[config.mk]
export PLATFORM = sky130hd
export DESIGN_NAME = multiplexed_seven_segment_driver_core
export DESIGN_NICKNAME = d
export VERILOG_FILES = /design/src/hw/rtl/mssd_pkg.sv /design/src/hw/rtl/mssd_dabble.sv /design/src/hw/rtl/multiplexed_seven_segment_driver_core.sv
export SDC_FILE = /design/constraint.sdc
export NUM_CORES = 1
export LEC_CHECK = 0
export BUFFER_PORTS_ARGS = -buffer_cell sky130_fd_sc_hd__buf_4
export CAP_MARGIN = 5
export CORE_MARGIN = 2
export CORE_UTILIZATION = 45
export DETAILED_ROUTE_END_ITERATION = 10
export GPL_ROUTABILITY_DRIVEN = 0
export PLACE_DENSITY_LB_ADDON = 0.25
export RECOVER_POWER = 100
export SLEW_MARGIN = 30
export SYNTH_ARGS = -nofsm -noshare
export SYNTH_HDL_FRONTEND = slang
export SYNTH_SLANG_ARGS = --single-unit
[constraint.sdc]
create_clock -name clk_i -period 2.4 [get_ports clk_i]
set_input_delay 0.72 -clock clk_i [delete_from_list [all_inputs] [get_ports clk_i]]
set_output_delay 0.72 -clock clk_i [all_outputs]
set_load 0.02 [all_outputs]
[src/hw/rtl/mssd_pkg.sv]
// shared types, constants and segment table for the seven-segment driver
package mssd_pkg;

  localparam int unsigned NUM_W     = 32;
  localparam int unsigned STEP_W    = $clog2(NUM_W);
  localparam int unsigned CFG_IDX_W = 1;
  localparam int unsigned CFG_DAT_W = 4;
  localparam int unsigned SEL_W     = 4;
  localparam int unsigned OUT_DAT_W = 16;

  localparam logic [CFG_IDX_W-1:0] CFG_COMMON_CATHODE = 1'b0;
  localparam logic [CFG_IDX_W-1:0] CFG_DIGIT_COUNT    = 1'b1;

  localparam logic KIND_LOAD    = 1'b0;
  localparam logic KIND_REFRESH = 1'b1;

  typedef logic [3:0] digit_t;
  typedef logic [6:0] seg_t;

  typedef enum logic [1:0] {
    ST_IDLE,
    ST_CONV,
    ST_SCAN
  } state_e;

  // 10^n - 1, used at elaboration only
  function automatic logic [63:0] pow10_m1(input int unsigned n);
    logic [63:0] acc;
    acc = 64'd1;
    for (int unsigned k = 0; k < n; k++) begin
      acc = acc * 64'd10;
    end
    return acc - 64'd1;
  endfunction

  // segments a..g with a in bit 6, common-cathode levels
  function automatic seg_t seg_of(input digit_t d);
    seg_t s;
    case (d)
      4'd0:    s = 7'h7E;
      4'd1:    s = 7'h30;
      4'd2:    s = 7'h6D;
      4'd3:    s = 7'h79;
      4'd4:    s = 7'h33;
      4'd5:    s = 7'h5B;
      4'd6:    s = 7'h5F;
      4'd7:    s = 7'h70;
      4'd8:    s = 7'h7F;
      4'd9:    s = 7'h7B;
      default: s = 7'h00;
    endcase
    return s;
  endfunction

endpackage

[src/hw/rtl/mssd_dabble.sv]
// serial binary to bcd converter, one shift-and-correct step per cycle
module mssd_dabble #(
  parameter int unsigned MAX_DIGITS = 9
) (
  input  logic                                  clk_i,
  input  logic                                  rst_ni,
  input  logic                                  start_i,
  input  logic [mssd_pkg::NUM_W-1:0]            value_i,
  output logic                                  busy_o,
  output logic                                  done_o,
  output mssd_pkg::digit_t [MAX_DIGITS-1:0]     digits_o
);
  import mssd_pkg::*;

  digit_t [MAX_DIGITS-1:0] bcd_q, bcd_d, bcd_adj;
  logic [NUM_W-1:0]        bin_q, bin_d;
  logic [STEP_W-1:0]       cnt_q, cnt_d;
  logic                    busy_q, busy_d;
  logic                    last_step;

  assign last_step = busy_q && (cnt_q == STEP_W'(NUM_W - 1));

  always_comb begin
    // add three to every digit that would pass nine after the shift
    for (int unsigned j = 0; j < MAX_DIGITS; j++) begin
      bcd_adj[j] = (bcd_q[j] >= 4'd5) ? bcd_q[j] + 4'd3 : bcd_q[j];
    end
    bcd_d  = bcd_q;
    bin_d  = bin_q;
    cnt_d  = cnt_q;
    busy_d = busy_q;
    if (start_i) begin
      bcd_d  = '0;
      bin_d  = value_i;
      cnt_d  = '0;
      busy_d = 1'b1;
    end else if (busy_q) begin
      bcd_d  = {bcd_adj[MAX_DIGITS-1:0]} << 1 | (MAX_DIGITS*4)'(bin_q[NUM_W-1]);
      bin_d  = bin_q << 1;
      cnt_d  = cnt_q + STEP_W'(1);
      busy_d = !last_step;
    end
  end

  always_ff @(posedge clk_i or negedge rst_ni) begin
    if (!rst_ni) begin
      bcd_q  <= '0;
      cnt_q  <= '0;
      busy_q <= 1'b0;
    end else begin
      bcd_q  <= bcd_d;
      cnt_q  <= cnt_d;
      busy_q <= busy_d;
    end
  end

  always_ff @(posedge clk_i) begin
    bin_q <= bin_d;
  end

  assign busy_o   = busy_q;
  assign done_o   = last_step;
  assign digits_o = bcd_q;

  // a start only arrives while the unit is free
  a_no_start_busy: assert property (@(posedge clk_i) disable iff (!rst_ni)
    start_i |-> !busy_q) else $error("converter restarted while busy");

  a_done_clears: assert property (@(posedge clk_i) disable iff (!rst_ni)
    done_o |=> !busy_q) else $error("converter still busy after last step");

  a_busy_count: assert property (@(posedge clk_i) disable iff (!rst_ni)
    (!busy_q && !start_i) |=> !busy_q) else $error("converter woke without start");

endmodule

[src/hw/rtl/multiplexed_seven_segment_driver_core.sv]
// top level: request decode, scan sequencer, output register and config registers
// a load takes the request, then runs one serial conversion step per input bit
// in the shift-and-correct unit; no request is accepted then, but config writes are
// a refresh gives one digit per cycle while the output is taken, min(digit_count,
// MAX_DIGITS) results, and is ready again as soon as the last one is registered
// reset clears the stored digits to zero, the overflow flag, and the config registers
// to common cathode with four digits
module multiplexed_seven_segment_driver_core #(
  parameter int unsigned MAX_DIGITS = 9
) (
  input  logic                               clk_i,
  input  logic                               rst_ni,
  // slave side, tdata: number[31:0]; tuser: kind
  input  logic                               s_axis_tvalid,
  output logic                               s_axis_tready,
  input  logic [mssd_pkg::NUM_W-1:0]         s_axis_tdata,
  input  logic                               s_axis_tuser,
  // master side, tdata: segment_levels[6:0], digit_select[10:7], digit_level[11],
  // overflow[12], zeros above
  output logic                               m_axis_tvalid,
  input  logic                               m_axis_tready,
  output logic [mssd_pkg::OUT_DAT_W-1:0]     m_axis_tdata,
  output logic                               m_axis_tlast,
  // configuration writes
  input  logic                               cfg_valid_i,
  output logic                               cfg_ready_o,
  input  logic [mssd_pkg::CFG_IDX_W-1:0]     cfg_index_i,
  input  logic [mssd_pkg::CFG_DAT_W-1:0]     cfg_data_i
);
  import mssd_pkg::*;

  localparam logic [63:0] LIMIT64 = pow10_m1(MAX_DIGITS);
  localparam logic [NUM_W:0] LIMIT = (LIMIT64 > 64'(2**NUM_W - 1)) ?
                                     {1'b1, {NUM_W{1'b1}}} : LIMIT64[NUM_W:0];
  localparam int unsigned IDX_W = (MAX_DIGITS > 1) ? $clog2(MAX_DIGITS) : 1;
  localparam logic [SEL_W-1:0] MAXD = SEL_W'(MAX_DIGITS);

  state_e state_q, state_d;

  logic              cc_q;
  logic [SEL_W-1:0]  dc_q;
  logic              ovf_q, ovf_d;
  logic [SEL_W-1:0]  sel_q, sel_d;
  logic [SEL_W-1:0]  rem_q, rem_d;
  logic [SEL_W-1:0]  count;

  logic                  out_valid_q, out_valid_d;
  logic [OUT_DAT_W-1:0]  out_data_q, out_data_d;
  logic                  out_last_q, out_last_d;
  logic                  out_load;

  logic                  in_acc;
  logic                  conv_start, conv_busy, conv_done;
  logic                  over;
  logic [NUM_W-1:0]      conv_value;
  digit_t [MAX_DIGITS-1:0] digits;
  digit_t                cur_digit;
  seg_t                  seg_lvl;

  mssd_dabble #(
    .MAX_DIGITS(MAX_DIGITS)
  ) u_dabble (
    .clk_i   (clk_i),
    .rst_ni  (rst_ni),
    .start_i (conv_start),
    .value_i (conv_value),
    .busy_o  (conv_busy),
    .done_o  (conv_done),
    .digits_o(digits)
  );

  assign s_axis_tready = (state_q == ST_IDLE);
  assign in_acc        = s_axis_tvalid && s_axis_tready;
  assign count         = (dc_q > MAXD) ? MAXD : dc_q;

  // saturate before conversion
  assign over       = {1'b0, s_axis_tdata} > LIMIT;
  assign conv_value = over ? LIMIT[NUM_W-1:0] : s_axis_tdata;
  assign conv_start = in_acc && (s_axis_tuser == KIND_LOAD);

  // rem counts down the decimal power, most significant shown digit first
  assign cur_digit = digits[rem_q[IDX_W-1:0]];
  assign seg_lvl   = seg_of(cur_digit) ^ {7{~cc_q}};
  assign out_load  = (state_q == ST_SCAN) && (!out_valid_q || m_axis_tready);

  always_comb begin
    state_d     = state_q;
    ovf_d       = ovf_q;
    sel_d       = sel_q;
    rem_d       = rem_q;
    out_valid_d = out_valid_q && !m_axis_tready;
    out_data_d  = out_data_q;
    out_last_d  = out_last_q;
    case (state_q)
      ST_IDLE: begin
        if (in_acc) begin
          if (s_axis_tuser == KIND_LOAD) begin
            ovf_d   = over;
            state_d = ST_CONV;
          end else if (count != '0) begin
            sel_d   = '0;
            rem_d   = count - SEL_W'(1);
            state_d = ST_SCAN;
          end
        end
      end
      ST_CONV: begin
        if (conv_done) begin
          state_d = ST_IDLE;
        end
      end
      ST_SCAN: begin
        if (out_load) begin
          out_valid_d = 1'b1;
          out_data_d  = {3'b000, ovf_q, ~cc_q, sel_q, seg_lvl};
          out_last_d  = (rem_q == '0);
          sel_d       = sel_q + SEL_W'(1);
          rem_d       = rem_q - SEL_W'(1);
          if (rem_q == '0) begin
            state_d = ST_IDLE;
          end
        end
      end
      default: state_d = ST_IDLE;
    endcase
  end

  always_ff @(posedge clk_i or negedge rst_ni) begin
    if (!rst_ni) begin
      state_q     <= ST_IDLE;
      ovf_q       <= 1'b0;
      sel_q       <= '0;
      rem_q       <= '0;
      out_valid_q <= 1'b0;
    end else begin
      state_q     <= state_d;
      ovf_q       <= ovf_d;
      sel_q       <= sel_d;
      rem_q       <= rem_d;
      out_valid_q <= out_valid_d;
    end
  end

  always_ff @(posedge clk_i) begin
    out_data_q <= out_data_d;
    out_last_q <= out_last_d;
  end

  // config registers
  assign cfg_ready_o = 1'b1;

  always_ff @(posedge clk_i or negedge rst_ni) begin
    if (!rst_ni) begin
      cc_q <= 1'b1;
      dc_q <= SEL_W'(4);
    end else if (cfg_valid_i && cfg_ready_o) begin
      case (cfg_index_i)
        CFG_COMMON_CATHODE: cc_q <= cfg_data_i[0];
        CFG_DIGIT_COUNT:    dc_q <= cfg_data_i[SEL_W-1:0];
        default: ;
      endcase
    end
  end

  assign m_axis_tvalid = out_valid_q;
  assign m_axis_tdata  = out_data_q;
  assign m_axis_tlast  = out_last_q;

  a_conv_state: assert property (@(posedge clk_i) disable iff (!rst_ni)
    conv_busy |-> (state_q == ST_CONV)) else $error("converter busy outside conversion");

  a_scan_counters: assert property (@(posedge clk_i) disable iff (!rst_ni)
    (state_q == ST_SCAN) |->
      (({1'b0, sel_q} + {1'b0, rem_q} + 5'd1) == {1'b0, count}))
    else $error("scan counters out of step");

  a_empty_refresh: assert property (@(posedge clk_i) disable iff (!rst_ni)
    (in_acc && (s_axis_tuser == KIND_REFRESH) && (count == '0)) |=> (state_q == ST_IDLE))
    else $error("empty refresh did not return to idle");

  a_load_starts: assert property (@(posedge clk_i) disable iff (!rst_ni)
    conv_start |=> (conv_busy && (state_q == ST_CONV)))
    else $error("load request did not start conversion");

endmodule
==> flow_metrics.py <==
metrics = {
    "place": {
        "numPortBuffers": 58,
        "dp_cells": 817,
        "dp_hpwl_mm": 8.62,
        "place_area_mm2": 0.00657,
        "place_ws_ps": 14.9,
    },
    "critical_path": {
        "r2r-start": "rem_q[0]",
        "r2r_cells": 7,
        "r2r_slack_ps": 20,
        "required_ps": 2500,
        "rr_endpoint": "m_axis_tdata[0]",
        "start_kind": "flip-flop",
        "cp.arrival_ps": 2480,
        "worst_setup_path_end_kind": "flip-flop",
        "worst-path-max-fanout": 4,
        "criticalPathCategory": "reg -> reg",
    },
    "layout": {
        "syn_to_final_growth_pct": 19.4,
        "multi_input_area_mm2": 0.00279,
        "drive_above_1_share_pct": 20.6,
        "mostFrequentLayoutCell": "nor2_1",
        "fin_util_pct": 55.1,
        "fin_nets": 731,
        "seq_area_mm2": 0.00286,
        "num_antenna_cells": 0,
        "fill_cells": 1147,
        "stdcell_area_mm2": 0.00696,
        "stdcell_count": 838,
        "final_cell_mix": "89 x nor2_1, 77 x buf_4, 76 x a21oi_1",
    },
    "floorplan": {
        "io_pins": 63,
        "rows": 41,
        "initial_core_util_pct": 46.2,
        "dieArea_mm2": 0.0139,
        "die_width_um": 118,
        "core_mm2": 0.0126,
        "die_h_um": 118,
    },
    "pwr": {
        "p_leak_nw": 3.06,
        "power.total_mw": 10.0,
        "powerDensity_mw_per_mm2": 1440,
        "ir_drop_mv": 0.533,
    },
    "sta": {
        "fin_tns_setup_ps": 0,
        "relSlewSlack_pct": -1.31,
        "rsz0062_at_grt": "yes",
        "timing.final.crit_share_pct": 99.3,
        "hold_slack_ps": 462,
        "period_needed_ps": 2380,
        "hold_violations": 0,
        "fin_ws_ps": 17.0,
        "slew_violations": 60,
        "tightest_slew_ps": 1520,
        "clock_skew_ps": 7.62,
        "setup_viol": 0,
        "fmax_mhz": 420,
    },
    "clock_network": {
        "clk_latency_ps": 350,
        "cts_hold_buffers": 0,
        "path_clk_slew_ps": 70,
        "numCtsBuffers": 9,
        "cts_sinks": 105,
        "cts_tree": "done",
        "cts_root_buf": "clkbuf_16",
        "cts-htree-levels": 3,
        "clockBufferDepth": 2,
    },
    "outcome": {
        "violations": "max-capacitance violations, max-slew violations",
        "status": "complete, but fails checks",
    },
    "worst_hold_path": {
        "worstHoldPathCells": 0,
        "hp-start": "ovf_q",
        "hold_class": "reg -> reg",
        "min_to": "m_axis_tdata[12]",
    },
    "synthesis": {
        "yosysSeqAreaShare_pct": 49.1,
        "synth_edf_count": 46,
        "ys_ff_latch": 105,
        "yosysTopAreaCellShare_pct": 24.5,
        "yosysWarnings": 0,
        "ys_types": 62,
        "syn_inst": 593,
        "netlist_area_mm2": 0.00583,
        "synth_top_cell_by_area": "dfrtp_1",
        "async_flop_share_pct": 56.2,
        "ys.flop_type": "dfrtp_1",
        "synth_area_per_cell_um2": 9.83,
        "synth.top_cells.by_area": "dfrtp_1 24%, edfxtp_1 24%, a21oi_1 6.6%",
    },
    "drt": {
        "viasPerCell": 5.35,
        "remaining_drc_errors": 0,
        "wl_mm": 12.3,
        "first_iter_violations": 272,
        "ant_nets": 0,
        "post_drt_wl_per_cell_um": 14.6,
        "dr.pass1.iters": 4,
        "via_count": 4482,
    },
    "global_route": {
        "antenna_found_initial": 0,
        "grt_pass1_vias": 4388,
        "gr-total-overflow": 0,
        "track_usage_pct": 17.8,
        "grt_max_degree": 60,
        "grt_pass1_wl_mm": 20.5,
    },
    "job": {
        "max_cap_viol_count": 1,
    },
}
flip-flops by register name, indices dropped and copies added, names as in the netlist:
| register | count |
|---|---|
| state_q | 2 |
| u_dabble.busy_o | 1 |
| m_axis_tdata | 13 |
| m_axis_tlast | 1 |
| m_axis_tvalid | 1 |
| sel_q | 4 |
| dc_q | 4 |
| ovf_q | 1 |
| u_dabble.digits_o | 36 |
| cc_q | 1 |
| rem_q | 4 |
| u_dabble.bin_q | 32 |
| u_dabble.cnt_q | 5 |
metal layers:
layer / GRT usage (%) / up-vias / share of wire [%]
met4: 5.12 / 0 / 0.92
met5: 0 / - / 0
met3: 4.02 / 12 / 4.2
met1: 22.2 / 2171 / 44
met2: 30.8 / 87 / 50
li1: - / 2212 / -
cell usage after synthesis (all sizes together) (3+ instances only):
library cell  instances
nor2                 90
a21oi                77
dfrtp                57
edfxtp               46
nand2                43
o21ai                40
inv                  29
ha                   27
clkbuf               21
mux2i                21
xnor2                17
a211oi               13
nand3                13
nand2b               11
buf                  10
mux2                 10
nor3b                10
nor3                  9
nor2b                 4
xor2                  4
mux4                  3
nand3b                3
o22ai                 3
kinds of logic (layout without fill, tap and decap cells):
group                      count (synthesis)  in the layout  synth area share, %
adders and majority gates                 27             27                 5.80
buffers and inverters                     60            131                 4.42
DFF                                      105            105                 49.1
AOI/OAI and AO/OA                        147            147                 14.7
other                                      2              4                0.129
muxes                                     34             34                 6.83
xor gates and xnor gates                  21             21                 3.16
and+or+nand+nor                          197            197                 15.9
worst max-delay path, cell delays in order, from the launching register on:
cell	delay [ps]
dfrtp_1	440
buf_4	160
mux4_2	540
a221oi_4	300
buf_4	200
mux2i_1	230
a21oi_1	120
xnor2_1	130
power breakdown:
part | switching, mW | internal [mW]
Sequential | 0.656 | 2.93
Combinational | 2.62 | 2.32
Clock | 0.673 | 0.819
Total | 3.95 | 6.08
worst max-delay path by stage:
stage | startpoint | endpoint | slack, ps | cells after the start
2_1_floorplan | rem_q[0] | m_axis_tdata[2] | 10 | 10
4_1_cts | rem_q[0] | m_axis_tdata[3] | 3 | 10
3_3_place_gp | rem_q[0] | m_axis_tdata[3] | 110 | 10
5_1_grt | rem_q[0] | m_axis_tdata[0] | -60 | 7
6_report | rem_q[0] | m_axis_tdata[0] | 20 | 7
3_5_place_dp | rem_q[0] | m_axis_tdata[1] | 10 | 7
final cells by class:
class                      count  area share (%)
tap                          172            3.09
clock inverter                 7            1.06
timing repair buffer          86            9.84
inverter                      29            1.56
sequential                   105            41.1
multi-input combinational    430            40.1
clock buffer                   9            3.24
timing repair:
| action | CTS | global route |
|---|---|---|
| gates resized for setup | 0 | 15 |
| setup buffers | 0 | 5 |
| endpoints found under the hold margin | 0 | 0 |
| endpoints found under the setup margin | 0 | 6 |
No activity file was read; power rests on OpenSTA's default activity.
